[src/s16alu_pkg.sv]
// shared types, codes and widths of the s16 integer alu
`timescale 1ns / 1ps
`default_nettype none

package s16alu_pkg;

	// data path widths
	localparam int DATA_W        = 16;
	localparam int WIDE_W        = 32;
	localparam int BITS_W        = 64;
	localparam int TYPE_W        = 4;
	localparam int MOD_W         = 3;
	localparam int DIV_STEPS_DEF = 4;

	// operation codes
	typedef enum logic [3:0] {
		OP_ADD  = 4'd0,
		OP_SUB  = 4'd1,
		OP_MUL  = 4'd2,
		OP_MAD  = 4'd3,
		OP_SAD  = 4'd4,
		OP_DIV  = 4'd5,
		OP_REM  = 4'd6,
		OP_ABS  = 4'd7,
		OP_NEG  = 4'd8,
		OP_MIN  = 4'd9,
		OP_MAX  = 4'd10,
		OP_CVT  = 4'd11,
		OP_SELP = 4'd12,
		OP_SETP = 4'd13
	} op_t;

	// mul / mad forms
	localparam logic [MOD_W-1:0] MD_HI   = 3'd0;
	localparam logic [MOD_W-1:0] MD_LO   = 3'd1;
	localparam logic [MOD_W-1:0] MD_WIDE = 3'd2;

	// setp compare codes
	localparam logic [MOD_W-1:0] CMP_EQ = 3'd0;
	localparam logic [MOD_W-1:0] CMP_NE = 3'd1;
	localparam logic [MOD_W-1:0] CMP_LT = 3'd2;
	localparam logic [MOD_W-1:0] CMP_LE = 3'd3;
	localparam logic [MOD_W-1:0] CMP_GT = 3'd4;
	localparam logic [MOD_W-1:0] CMP_GE = 3'd5;

	// result type tags, also the cvt target codes
	localparam logic [TYPE_W-1:0] TY_S16  = 4'd0;
	localparam logic [TYPE_W-1:0] TY_S32  = 4'd1;
	localparam logic [TYPE_W-1:0] TY_U8   = 4'd2;
	localparam logic [TYPE_W-1:0] TY_U16  = 4'd3;
	localparam logic [TYPE_W-1:0] TY_U32  = 4'd4;
	localparam logic [TYPE_W-1:0] TY_U64  = 4'd5;
	localparam logic [TYPE_W-1:0] TY_S8   = 4'd6;
	localparam logic [TYPE_W-1:0] TY_S64  = 4'd7;
	localparam logic [TYPE_W-1:0] TY_PRED = 4'd8;

	// status codes
	typedef enum logic [1:0] {
		ST_OK       = 2'd0,
		ST_BAD_MOD  = 2'd1,
		ST_DIV_ZERO = 2'd2
	} status_t;

	// payload that travels down the pipeline
	typedef struct packed {
		op_t                      op;
		logic [MOD_W-1:0]         md;
		logic signed [DATA_W-1:0] a;
		logic signed [DATA_W-1:0] b;
		logic signed [DATA_W-1:0] c;
		logic signed [WIDE_W-1:0] prod;
		logic [DATA_W-1:0]        rem;
		logic [DATA_W-1:0]        quo;
		logic [DATA_W-1:0]        dvs;
		logic                     qneg;
		logic                     rneg;
	} pipe_t;

endpackage

`default_nettype wire

[src/s16alu_ifs.sv]
// command and result channel interfaces of the s16 integer alu
`timescale 1ns / 1ps
`default_nettype none

interface s16alu_cmd_if import s16alu_pkg::*; ();
	logic                     valid;
	logic                     ready;
	logic [3:0]               operation;
	logic [MOD_W-1:0]         modifier;
	logic signed [DATA_W-1:0] operand_a;
	logic signed [DATA_W-1:0] operand_b;
	logic signed [DATA_W-1:0] operand_c;

	modport source (output valid, operation, modifier, operand_a, operand_b, operand_c,
		input ready);
	modport sink (input valid, operation, modifier, operand_a, operand_b, operand_c,
		output ready);
endinterface

interface s16alu_res_if import s16alu_pkg::*; ();
	logic              valid;
	logic              ready;
	logic [BITS_W-1:0] result_bits;
	logic [TYPE_W-1:0] result_type;
	logic [1:0]        status;

	modport source (output valid, result_bits, result_type, status, input ready);
	modport sink (input valid, result_bits, result_type, status, output ready);
endinterface

`default_nettype wire

[src/s16_integer_alu_top.sv]
// top level of the signed 16-bit integer alu
//
// cmd channel: one instruction per beat (operation, modifier, three signed
// 16-bit operands). res channel: one result per beat (64-bit bit pattern,
// type tag, status). both use valid/ready; a beat moves when both are high.
// every instruction gives exactly one result, in issue order.
// path: the decode register, a chain of restoring divider stages that each
// retire DIV_STEPS quotient bits (4 at the default), and the output
// register, the same for every operation. throughput: one instruction per
// cycle while the receiver is ready.
// each stage holds its own valid bit and takes a beat when it is empty or
// drains downstream, so a stalled receiver fills the bubbles first and then
// holds every stage; nothing is dropped or repeated.
// reset clears only the valid bits. division by zero, unknown operations
// and bad mul/mad/setp modifiers give a zero pattern and a status.
`timescale 1ns / 1ps
`default_nettype none

module s16_integer_alu_top import s16alu_pkg::*; #(
	parameter int DIV_STEPS = DIV_STEPS_DEF
) (
	input  wire logic    clk,
	input  wire logic    arst_n,
	s16alu_cmd_if.sink   cmd,
	s16alu_res_if.source res
);

	localparam int NSTG = DATA_W / DIV_STEPS;

	logic  stg_valid [0:NSTG];
	logic  stg_ready [0:NSTG];
	pipe_t stg_data  [0:NSTG];

	// operand capture and product
	s16alu_decode u_decode (
		.clk     (clk),
		.arst_n  (arst_n),
		.cmd     (cmd),
		.valid_o (stg_valid[0]),
		.ready_i (stg_ready[0]),
		.data_o  (stg_data[0])
	);

	// divider stage chain
	for (genvar g = 0; g < NSTG; g++) begin : g_div
		s16alu_div_stage #(
			.DIV_STEPS (DIV_STEPS)
		) u_div (
			.clk     (clk),
			.arst_n  (arst_n),
			.valid_i (stg_valid[g]),
			.ready_o (stg_ready[g]),
			.data_i  (stg_data[g]),
			.valid_o (stg_valid[g+1]),
			.ready_i (stg_ready[g+1]),
			.data_o  (stg_data[g+1])
		);
	end

	// result select and output register
	s16alu_format u_format (
		.clk     (clk),
		.arst_n  (arst_n),
		.valid_i (stg_valid[NSTG]),
		.ready_o (stg_ready[NSTG]),
		.data_i  (stg_data[NSTG]),
		.res     (res)
	);

endmodule

`default_nettype wire

[src/s16alu_decode.sv]
// first stage: operand capture, 16x16 product and divider setup
`timescale 1ns / 1ps
`default_nettype none

module s16alu_decode import s16alu_pkg::*; (
	input  wire logic    clk,
	input  wire logic    arst_n,
	s16alu_cmd_if.sink   cmd,
	output logic         valid_o,
	input  wire logic    ready_i,
	output pipe_t        data_o
);

	logic                     valid_s1;
	pipe_t                    pipe_s1;
	pipe_t                    nxt;
	logic signed [WIDE_W-1:0] prod;

	// stage takes a beat when empty or when downstream drains it
	assign cmd.ready = !valid_s1 || ready_i;

	// signed product and magnitudes for the restoring divider
	always_comb begin
		prod     = WIDE_W'(cmd.operand_a) * WIDE_W'(cmd.operand_b);
		nxt.op   = op_t'(cmd.operation);
		nxt.md   = cmd.modifier;
		nxt.a    = cmd.operand_a;
		nxt.b    = cmd.operand_b;
		nxt.c    = cmd.operand_c;
		nxt.prod = prod;
		nxt.rem  = '0;
		nxt.quo  = cmd.operand_a[DATA_W-1] ? (~cmd.operand_a + 1'b1) : cmd.operand_a;
		nxt.dvs  = cmd.operand_b[DATA_W-1] ? (~cmd.operand_b + 1'b1) : cmd.operand_b;
		nxt.qneg = cmd.operand_a[DATA_W-1] ^ cmd.operand_b[DATA_W-1];
		nxt.rneg = cmd.operand_a[DATA_W-1];
	end

	// valid bit
	always_ff @(posedge clk or negedge arst_n) begin
		if (!arst_n) begin
			valid_s1 <= 1'b0;
		end else if (cmd.ready) begin
			valid_s1 <= cmd.valid;
		end
	end

	// payload
	always_ff @(posedge clk) begin
		if (cmd.ready && cmd.valid) begin
			pipe_s1 <= nxt;
		end
	end

	assign valid_o = valid_s1;
	assign data_o  = pipe_s1;

endmodule

`default_nettype wire

[src/s16alu_div_stage.sv]
// divider stage: DIV_STEPS restoring quotient steps on the magnitudes
`timescale 1ns / 1ps
`default_nettype none

module s16alu_div_stage import s16alu_pkg::*; #(
	parameter int DIV_STEPS = DIV_STEPS_DEF
) (
	input  wire logic   clk,
	input  wire logic   arst_n,
	input  wire logic   valid_i,
	output logic        ready_o,
	input  wire pipe_t  data_i,
	output logic        valid_o,
	input  wire logic   ready_i,
	output pipe_t       data_o
);

	logic  valid_sd;
	pipe_t pipe_sd;
	pipe_t nxt;

	assign ready_o = !valid_sd || ready_i;

	// shift one dividend bit into the partial remainder per step
	always_comb begin
		logic [DATA_W:0]   shifted;
		logic [DATA_W-1:0] rem_v;
		logic [DATA_W-1:0] quo_v;
		logic              qbit;
		nxt   = data_i;
		rem_v = data_i.rem;
		quo_v = data_i.quo;
		for (int i = 0; i < DIV_STEPS; i++) begin
			shifted = {rem_v, quo_v[DATA_W-1]};
			if (shifted >= {1'b0, data_i.dvs}) begin
				rem_v = DATA_W'(shifted - {1'b0, data_i.dvs});
				qbit  = 1'b1;
			end else begin
				rem_v = shifted[DATA_W-1:0];
				qbit  = 1'b0;
			end
			quo_v = {quo_v[DATA_W-2:0], qbit};
		end
		nxt.rem = rem_v;
		nxt.quo = quo_v;
	end

	// valid bit
	always_ff @(posedge clk or negedge arst_n) begin
		if (!arst_n) begin
			valid_sd <= 1'b0;
		end else if (ready_o) begin
			valid_sd <= valid_i;
		end
	end

	// payload
	always_ff @(posedge clk) begin
		if (ready_o && valid_i) begin
			pipe_sd <= nxt;
		end
	end

	assign valid_o = valid_sd;
	assign data_o  = pipe_sd;

endmodule

`default_nettype wire

[src/s16alu_format.sv]
// last stage: operation select, type tag, status and output register
`timescale 1ns / 1ps
`default_nettype none

module s16alu_format import s16alu_pkg::*; (
	input  wire logic   clk,
	input  wire logic   arst_n,
	input  wire logic   valid_i,
	output logic        ready_o,
	input  wire pipe_t  data_i,
	s16alu_res_if.source res
);

	logic              valid_sf;
	logic [BITS_W-1:0] bits_sf;
	logic [TYPE_W-1:0] type_sf;
	status_t           status_sf;

	logic [BITS_W-1:0]        bits_n;
	logic [TYPE_W-1:0]        type_n;
	status_t                  status_n;
	logic signed [DATA_W-1:0] a, b, c;
	logic signed [DATA_W-1:0] res16;
	logic signed [DATA_W-1:0] addend;
	logic signed [WIDE_W-1:0] wide;
	logic [DATA_W:0]          diff;
	logic                     use16;
	logic                     pred;

	assign ready_o = !valid_sf || res.ready;

	// result select per operation
	always_comb begin
		a        = data_i.a;
		b        = data_i.b;
		c        = data_i.c;
		addend   = (data_i.op == OP_MAD) ? c : '0;
		wide     = data_i.prod + WIDE_W'(addend);
		diff     = (a < b) ? ({b[DATA_W-1], b} - {a[DATA_W-1], a})
			: ({a[DATA_W-1], a} - {b[DATA_W-1], b});
		res16    = '0;
		use16    = 1'b0;
		pred     = 1'b0;
		bits_n   = '0;
		type_n   = TY_S16;
		status_n = ST_OK;
		case (data_i.op)
			OP_ADD: begin
				res16 = a + b;
				use16 = 1'b1;
			end
			OP_SUB: begin
				res16 = a - b;
				use16 = 1'b1;
			end
			OP_MUL, OP_MAD: begin
				case (data_i.md)
					MD_HI: begin
						res16 = data_i.prod[WIDE_W-1:DATA_W] + addend;
						use16 = 1'b1;
					end
					MD_LO: begin
						res16 = data_i.prod[DATA_W-1:0] + addend;
						use16 = 1'b1;
					end
					MD_WIDE: begin
						bits_n = {{(BITS_W-WIDE_W){wide[WIDE_W-1]}}, wide};
						type_n = TY_S32;
					end
					default: status_n = ST_BAD_MOD;
				endcase
			end
			OP_SAD: begin
				res16 = diff[DATA_W-1:0] + c;
				use16 = 1'b1;
			end
			OP_DIV, OP_REM: begin
				if (b == '0) begin
					status_n = ST_DIV_ZERO;
				end else if (data_i.op == OP_DIV) begin
					res16 = data_i.qneg ? (~data_i.quo + 1'b1) : data_i.quo;
					use16 = 1'b1;
				end else begin
					res16 = data_i.rneg ? (~data_i.rem + 1'b1) : data_i.rem;
					use16 = 1'b1;
				end
			end
			OP_ABS: begin
				res16 = a[DATA_W-1] ? -a : a;
				use16 = 1'b1;
			end
			OP_NEG: begin
				res16 = -a;
				use16 = 1'b1;
			end
			OP_MIN: begin
				res16 = (a < b) ? a : b;
				use16 = 1'b1;
			end
			OP_MAX: begin
				res16 = (a > b) ? a : b;
				use16 = 1'b1;
			end
			OP_CVT: begin
				type_n = {1'b0, data_i.md};
				case ({1'b0, data_i.md})
					TY_U8:  bits_n = {{(BITS_W-8){1'b0}}, a[7:0]};
					TY_U16: bits_n = {{(BITS_W-DATA_W){1'b0}}, a};
					TY_U32: bits_n = {{(BITS_W-WIDE_W){1'b0}},
						{(WIDE_W-DATA_W){a[DATA_W-1]}}, a};
					TY_S8:  bits_n = {{(BITS_W-8){a[7]}}, a[7:0]};
					default: bits_n = {{(BITS_W-DATA_W){a[DATA_W-1]}}, a};
				endcase
			end
			OP_SELP: begin
				res16 = (c != '0) ? a : b;
				use16 = 1'b1;
			end
			OP_SETP: begin
				type_n = TY_PRED;
				case (data_i.md)
					CMP_EQ: pred = (a == b);
					CMP_NE: pred = (a != b);
					CMP_LT: pred = (a < b);
					CMP_LE: pred = (a <= b);
					CMP_GT: pred = (a > b);
					CMP_GE: pred = (a >= b);
					default: status_n = ST_BAD_MOD;
				endcase
				bits_n = {{(BITS_W-1){1'b0}}, pred};
			end
			default: status_n = ST_BAD_MOD;
		endcase
		// wrapped 16-bit results are sign extended
		if (use16) begin
			bits_n = {{(BITS_W-DATA_W){res16[DATA_W-1]}}, res16};
		end
	end

	// output valid
	always_ff @(posedge clk or negedge arst_n) begin
		if (!arst_n) begin
			valid_sf <= 1'b0;
		end else if (ready_o) begin
			valid_sf <= valid_i;
		end
	end

	// output payload
	always_ff @(posedge clk) begin
		if (ready_o && valid_i) begin
			bits_sf   <= bits_n;
			type_sf   <= type_n;
			status_sf <= status_n;
		end
	end

	assign res.valid       = valid_sf;
	assign res.result_bits = bits_sf;
	assign res.result_type = type_sf;
	assign res.status      = status_sf;

endmodule

`default_nettype wire

[src/flat_wrapper.sv]
// flat-port wrapper written by rule: the top's interface ports become plain ports
module s16_integer_alu_top_flat import s16alu_pkg::*;
#(
	parameter int DIV_STEPS = DIV_STEPS_DEF
)
  (clk, arst_n, cmd_valid, cmd_operation, cmd_modifier, cmd_operand_a, cmd_operand_b, cmd_operand_c, cmd_ready, res_valid, res_result_bits, res_result_type, res_status, res_ready);
  s16alu_cmd_if cmd_i ();
  s16alu_res_if res_i ();
  input  wire logic clk;
  input  wire logic arst_n;
  input wire logic [$bits(cmd_i.valid)-1:0] cmd_valid;
  input wire logic [$bits(cmd_i.operation)-1:0] cmd_operation;
  input wire logic [$bits(cmd_i.modifier)-1:0] cmd_modifier;
  input wire logic [$bits(cmd_i.operand_a)-1:0] cmd_operand_a;
  input wire logic [$bits(cmd_i.operand_b)-1:0] cmd_operand_b;
  input wire logic [$bits(cmd_i.operand_c)-1:0] cmd_operand_c;
  output wire logic [$bits(cmd_i.ready)-1:0] cmd_ready;
  output wire logic [$bits(res_i.valid)-1:0] res_valid;
  output wire logic [$bits(res_i.result_bits)-1:0] res_result_bits;
  output wire logic [$bits(res_i.result_type)-1:0] res_result_type;
  output wire logic [$bits(res_i.status)-1:0] res_status;
  input wire logic [$bits(res_i.ready)-1:0] res_ready;
  assign cmd_i.valid = cmd_valid;
  assign cmd_i.operation = cmd_operation;
  assign cmd_i.modifier = cmd_modifier;
  assign cmd_i.operand_a = cmd_operand_a;
  assign cmd_i.operand_b = cmd_operand_b;
  assign cmd_i.operand_c = cmd_operand_c;
  assign cmd_ready = cmd_i.ready;
  assign res_valid = res_i.valid;
  assign res_result_bits = res_i.result_bits;
  assign res_result_type = res_i.result_type;
  assign res_status = res_i.status;
  assign res_i.ready = res_ready;
  s16_integer_alu_top #(.DIV_STEPS(DIV_STEPS)) u_core (.clk(clk), .arst_n(arst_n), .cmd(cmd_i), .res(res_i));
endmodule
[config.mk]
export PLATFORM = sky130hd
export DESIGN_NAME = s16_integer_alu_top_flat
export DESIGN_NICKNAME = d
export VERILOG_FILES = /design/src/s16alu_pkg.sv /design/src/s16alu_ifs.sv /design/src/s16_integer_alu_top.sv /design/src/s16alu_decode.sv /design/src/s16alu_div_stage.sv /design/src/s16alu_format.sv /design/src/flat_wrapper.sv
export SDC_FILE = /design/constraint.sdc
export NUM_CORES = 2
export LEC_CHECK = 0
export BUFFER_PORTS_ARGS = -buffer_cell sky130_fd_sc_hd__buf_2
export CAP_MARGIN = 20
export CORE_ASPECT_RATIO = 0.7
export CORE_MARGIN = 5
export CORE_UTILIZATION = 40
export CTS_CLUSTER_SIZE = 40
export DETAILED_ROUTE_END_ITERATION = 16
export SYNTH_ARGS = -nofsm -noshare
export SYNTH_HDL_FRONTEND = slang
export SYNTH_HIERARCHICAL = 1
export SYNTH_SLANG_ARGS = --single-unit
export TNS_END_PERCENT = 10
[constraint.sdc]
create_clock -name clk -period 15 [get_ports clk]
set_input_delay 3 -clock clk [delete_from_list [all_inputs] [get_ports clk]]
set_output_delay 3 -clock clk [all_outputs]
set_load 0.01 [all_outputs]
### Yosys cells after proc, flatten, opt, wreduce, memory -nomap -nowiden

Cells that the tools add are included.

| storage, ports and cells | value |
|---|---|
| memories kept | 0 |
| word-level logic and storage cells | 229 |
| bits in latches | 0 |
| memory bits (read-only) | 0 |
| flip-flop bits (word level) | 729 |
| memory bits (writable) | 0 |
| bits of input ports | 59 |

| operators by class | value |
|---|---|
| magnitude comparators | 20 |
| reduce and logical (&&, ||, !) cells | 29 |
| add/sub/neg operators | 29 |
| div/mod/pow operators | 0 |
| eq/ne operators | 21 |
| multiply operators | 1 |
| multiplexer cells | 60 |
| shift operators | 0 |
| bitwise gates (word level) | 5 |

Operators by type and width:

| operator | count |
|---|---|
| 16-bit 2-to-1 mux | 26 |
| 16-bit subtractor | 18 |
| 64-bit case mux with 4 select lines | 1 |
| 17-bit by 16-bit greater-or-equal comparator with 1-bit output | 15 |
| 64-bit case mux with 3 select lines | 1 |
| 16-bit case mux with 10 select lines | 1 |
| 64-bit 2-to-1 mux | 2 |
| 16-bit by 1-bit adder with 16-bit output (second input constant) | 4 |
| 16-bit adder | 4 |
| 16-bit NOT | 4 |
| 32-bit by 16-bit adder with 32-bit output | 1 |
| 16-bit by 16-bit multiplier with 32-bit output | 1 |
| 16-bit case mux with 2 select lines | 1 |
| 15-bit 2-to-1 mux | 2 |
| 4-bit == test (second input constant) | 6 |
| 1-bit 2-to-1 mux | 21 |
| 16-bit == test | 1 |
| 4-bit by 3-bit == test with 1-bit output (second input constant) | 4 |
| 1-bit by 16-bit greater-or-equal comparator with 1-bit output | 1 |
| 16-bit greater-or-equal comparator | 1 |
| 16-bit > comparator | 1 |
| 16-bit <= comparator | 1 |
| 16-bit zero test | 1 |
| 16-bit less-than comparator | 1 |
| other kinds (25) | 46 |

### Logic depth before layout (Yosys ltp)

| depth | value |
|---|---|
| depth in word-level cells | 8 |
| mapped depth | 52 |
| gate-level depth less buffers | 44 |

### Cells and area by module

Netlist, hierarchy kept.

By module, submodules not included:

| module | area each (um2) | seq. area each (um2) | cells each | times used |
|---|---|---|---|---|
| s16alu_div_stage (u_core.g_div[0].u_div ...) | 8,130.3 | 4,139.0 | 685 | 3 |
| s16alu_decode | 14,451.4 | 3,568.4 | 1,401 | 1 |
| s16alu_format | 9,925.8 | 1,196.1 | 1,314 | 1 |
| s16alu_div_stage (u_core.g_div[3].u_div) | 7,868.8 | 4,139.0 | 641 | 1 |

### Least setup slack after synthesis

Ideal clock, no wire load.

| timing path | value |
|---|---|
| kind | reg-to-reg |
| from | reg u_core.g_div[0].u_div.pipe_sd (netlist bit u_core/g_div[0].u_div/data_o[3]) |
| to | reg u_core.g_div[1].u_div.pipe_sd (netlist bit u_core/g_div[1].u_div/data_o[48]) (data pin) |
| stages on the path, launching flop included | 48 |
| arrival | 9.276 ns |
| setup time | 0.261 ns |
| required time | 14.739 ns |
| slack | 5.463 ns |
| path through | edfxtp_1 inv_1 ha_1 nor2b_4 o31a_4 o211ai_2 a31oi_2 or2_1 buf_6 buf_4 buf_2 o21ai_0 inv_1 ha_1 nor2b_1 o31a_1 o311ai_2 a21o_1 [... 12 more ...] o21ai_0 a221o_1 nor2_4 inv_2 buf_6 nor2_1 a21oi_1 fa_1 a21o_1 a21oi_1 o21ai_0 a31oi_1 o21bai_1 a2111o_1 a31o_2 a21oi_1 xnor2_1 a221o_1 |

RTL lines:

| element | RTL line | source |
|---|---|---|
| from (decl) | s16alu_div_stage.sv:19 | `pipe_t pipe_sd;` |
| from (signal assigned) | s16alu_div_stage.sv:60 | `pipe_sd <= nxt;` |
| to (signal assigned) | s16alu_div_stage.sv:60 |  |
| to (decl) | s16alu_div_stage.sv:19 |  |

==> results.py <==
metrics = {
    "synthesis": {
        "yosys_warnings": 6,
        "netlist_instances": 5395,
        "synth_area_sq_mm": 0.0562,
        "avgSynthCellArea_sq_um": 10.4,
    },
    "clock_tree": {
        "clk_pin_slew_ns": 0.06,
        "clock_latency_ns": 0.64,
        "cts.hold.buffers_added": 0,
        "cts_buffers": 72,
        "cts_max_path_buffers": 3,
        "cts.sinks": 695,
        "root_buffer": "clkbuf_16",
        "htreeDepth": 3,
        "post_cts_resized": 0,
        "cts_setup_buffers": 0,
        "cts_tree": "done",
    },
    "die": {
        "core-area_sq_mm": 0.140,
        "die_x_um": 458,
        "pin_count": 131,
        "die-area_sq_mm": 0.148,
        "fp-row-count": 115,
        "start_util_pct": 40.1,
        "die_h_um": 323,
    },
    "critical_path": {
        "critPathMostFrequentCell": "o21ai_0",
        "worstSetupPathType": "reg -> reg",
        "critPathCaptureType": "flop",
        "crit_arrival_ns": 12.48,
        "r2r_slack_ns": 2.90,
        "slowest_delay_ns": 0.62,
        "required_ns": 15.38,
        "start_kind": "flop",
        "crit_fanout": 23,
        "cpMaxStageDelayCell": "and2_1",
    },
    "detailed_routing": {
        "antenna_left": 0,
        "drt-total-wl_um": 164000,
        "first_pass_iters": 6,
        "drt_iter0_drc": 4287,
        "viasPerCell": 5.63,
        "route.detailed.drc": 0,
        "vias": 41400,
        "wl_per_cell_um": 22.3,
    },
    "grt": {
        "grt_max_degree": 74,
        "grt_overflow": 0,
        "grtUsageTotal_pct": 21.6,
        "grt_pass1_vias": 39200,
        "antenna_found_initial": 13,
        "grt_first_pass_wirelength_um": 246000,
    },
    "timing": {
        "setup_viol": 0,
        "rsz0062_at_grt": "false",
        "worst_pin_slew_ns": 1.11,
        "finalHoldViolations": 0,
        "fin_crit_sh_pct": 80.7,
        "period_minus_slack_ns": 12.10,
        "clock.fmax_ghz": 0.0827,
        "clock_skew_ns": 0.0252,
        "report.final.slew_viol_count": 0,
        "fin_tns_setup_ns": 0,
        "slew_headroom_pct": 25.7,
    },
    "place": {
        "io_buffers": 130,
        "dp.final_hpwl_um": 128000,
        "gp_congestion": 0.966,
    },
    "hold_path": {
        "worstHoldPathType": "reg -> reg",
    },
    "finish": {
        "nNetsFinal": 6237,
        "drive_above_1_share_pct": 9.42,
        "area_growth_pct": 7.96,
        "nFillCells": 13200,
        "utilization_pct": 43.3,
    },
    "status": {
        "outcome": "finished, final reports clean",
    },
    "job": {
        "max_cap_violations": 0,
    },
}
==> sequential cells by signal, summed over array words and instances (netlist names) <==
signal,count
u_core/u_format/res.status,2
u_core/u_decode/valid_o,1
u_core/g_div.u_div/valid_o,4
u_core/u_format/res.result_type,4
u_core/u_format/res.result_bits,33
u_core/u_format/res.valid,1
u_core/g_div.u_div/data_o,532
u_core/u_decode/data_o,118
==> layout by cell type, fill, tap and decap left out, types with 21 or more instances in the layout <==
cell type / count
xnor2_1: 243
nand2b_1: 81
a21oi_1: 320
and2_1: 138
o21a_1: 56
a31oi_1: 38
o31ai_1: 35
inv_1: 599
nor4_1: 21
buf_2: 130
mux2_2: 98
nor2_1: 264
and3_1: 32
a21o_1: 117
nand2_1: 414
edfxtp_1: 689
o21bai_1: 35
fa_1: 284
or3_1: 31
nand3_1: 73
xor2_1: 105
nor3_1: 89
o21ai_0: 224
clkbuf_16: 72
nor2b_1: 53
a221o_1: 32
a211oi_1: 39
mux2i_1: 51
ha_1: 456
o211ai_1: 62
a221oi_1: 25
buf_4: 30
nand4_1: 65
==> final cells by class <==
cell class,instances,area [sq um],area share (%)
repair buffers,160,876,1.44
multi-input cells,3899,32000,52.7
well taps,1872,2340,3.86
diodes,2,5.00,0.00826
clock inverters,38,435,0.718
clock buffers,88,1860,3.07
inverters,610,2290,3.78
flip-flops and latches,695,20800,34.4
==> path summary, 6_finish.rpt <==
| path | start | end | depth (start not counted) |
|---|---|---|---|
| setup / recovery | u_core/g_div[2].u_div/data_o[3] | u_core/g_div[3].u_div/data_o[38] | 40 |
| hold / removal | u_core/g_div[1].u_div/data_o[72] | u_core/g_div[2].u_div/data_o[72] | 0 |
| setup reg to reg | u_core/g_div[2].u_div/data_o[3] | u_core/g_div[3].u_div/data_o[38] | 40 |
| hold reg to reg | u_core/g_div[1].u_div/data_o[72] | u_core/g_div[2].u_div/data_o[72] | 0 |
| max in group asynchronous | arst_n | u_core/u_format/res.valid | 1 |
| min in group asynchronous | arst_n | u_core/u_decode/valid_o | 1 |
==> per-stage QoR <==
step	instances	hold slack (ns)	area (sq um)	setup WS [ns]
after floorplan	5410	0.400	56200	5.46
after global placement	7236	0.401	58300	3.34
after detailed placement	7236	0.405	58300	3.17
after CTS	7362	0.399	60600	3.13
after global routing	7362	0.414	60600	2.01
final	7364	0.405	60600	2.90
==> critical path: cells and delay by family (launching register included) <==
| family | cells | cell delay [ns] |
|---|---|---|
| AOI/OAI and AO/OA | 22 | 6.35 |
| adders and majority gates | 4 | 1.23 |
| buffers and inverters | 5 | 1.03 |
| DFF | 1 | 0.50 |
| muxes | 2 | 0.88 |
| and+or+nand+nor | 7 | 1.82 |
==> per-layer routing <==
layer | vias to the layer above | global-route usage (%) | wire length, um
met1 | 20400 | 34.5 | 81700
met3 | 186 | 4.43 | 13700
met5 | - | 0 | 0
met2 | 1574 | 30.0 | 65500
met4 | 0 | 4.11 | 3020
li1 | 19300 | - | -
Power is not shown: default switching activity piles up to over one toggle a cycle in this logic, so the estimate is an artifact.
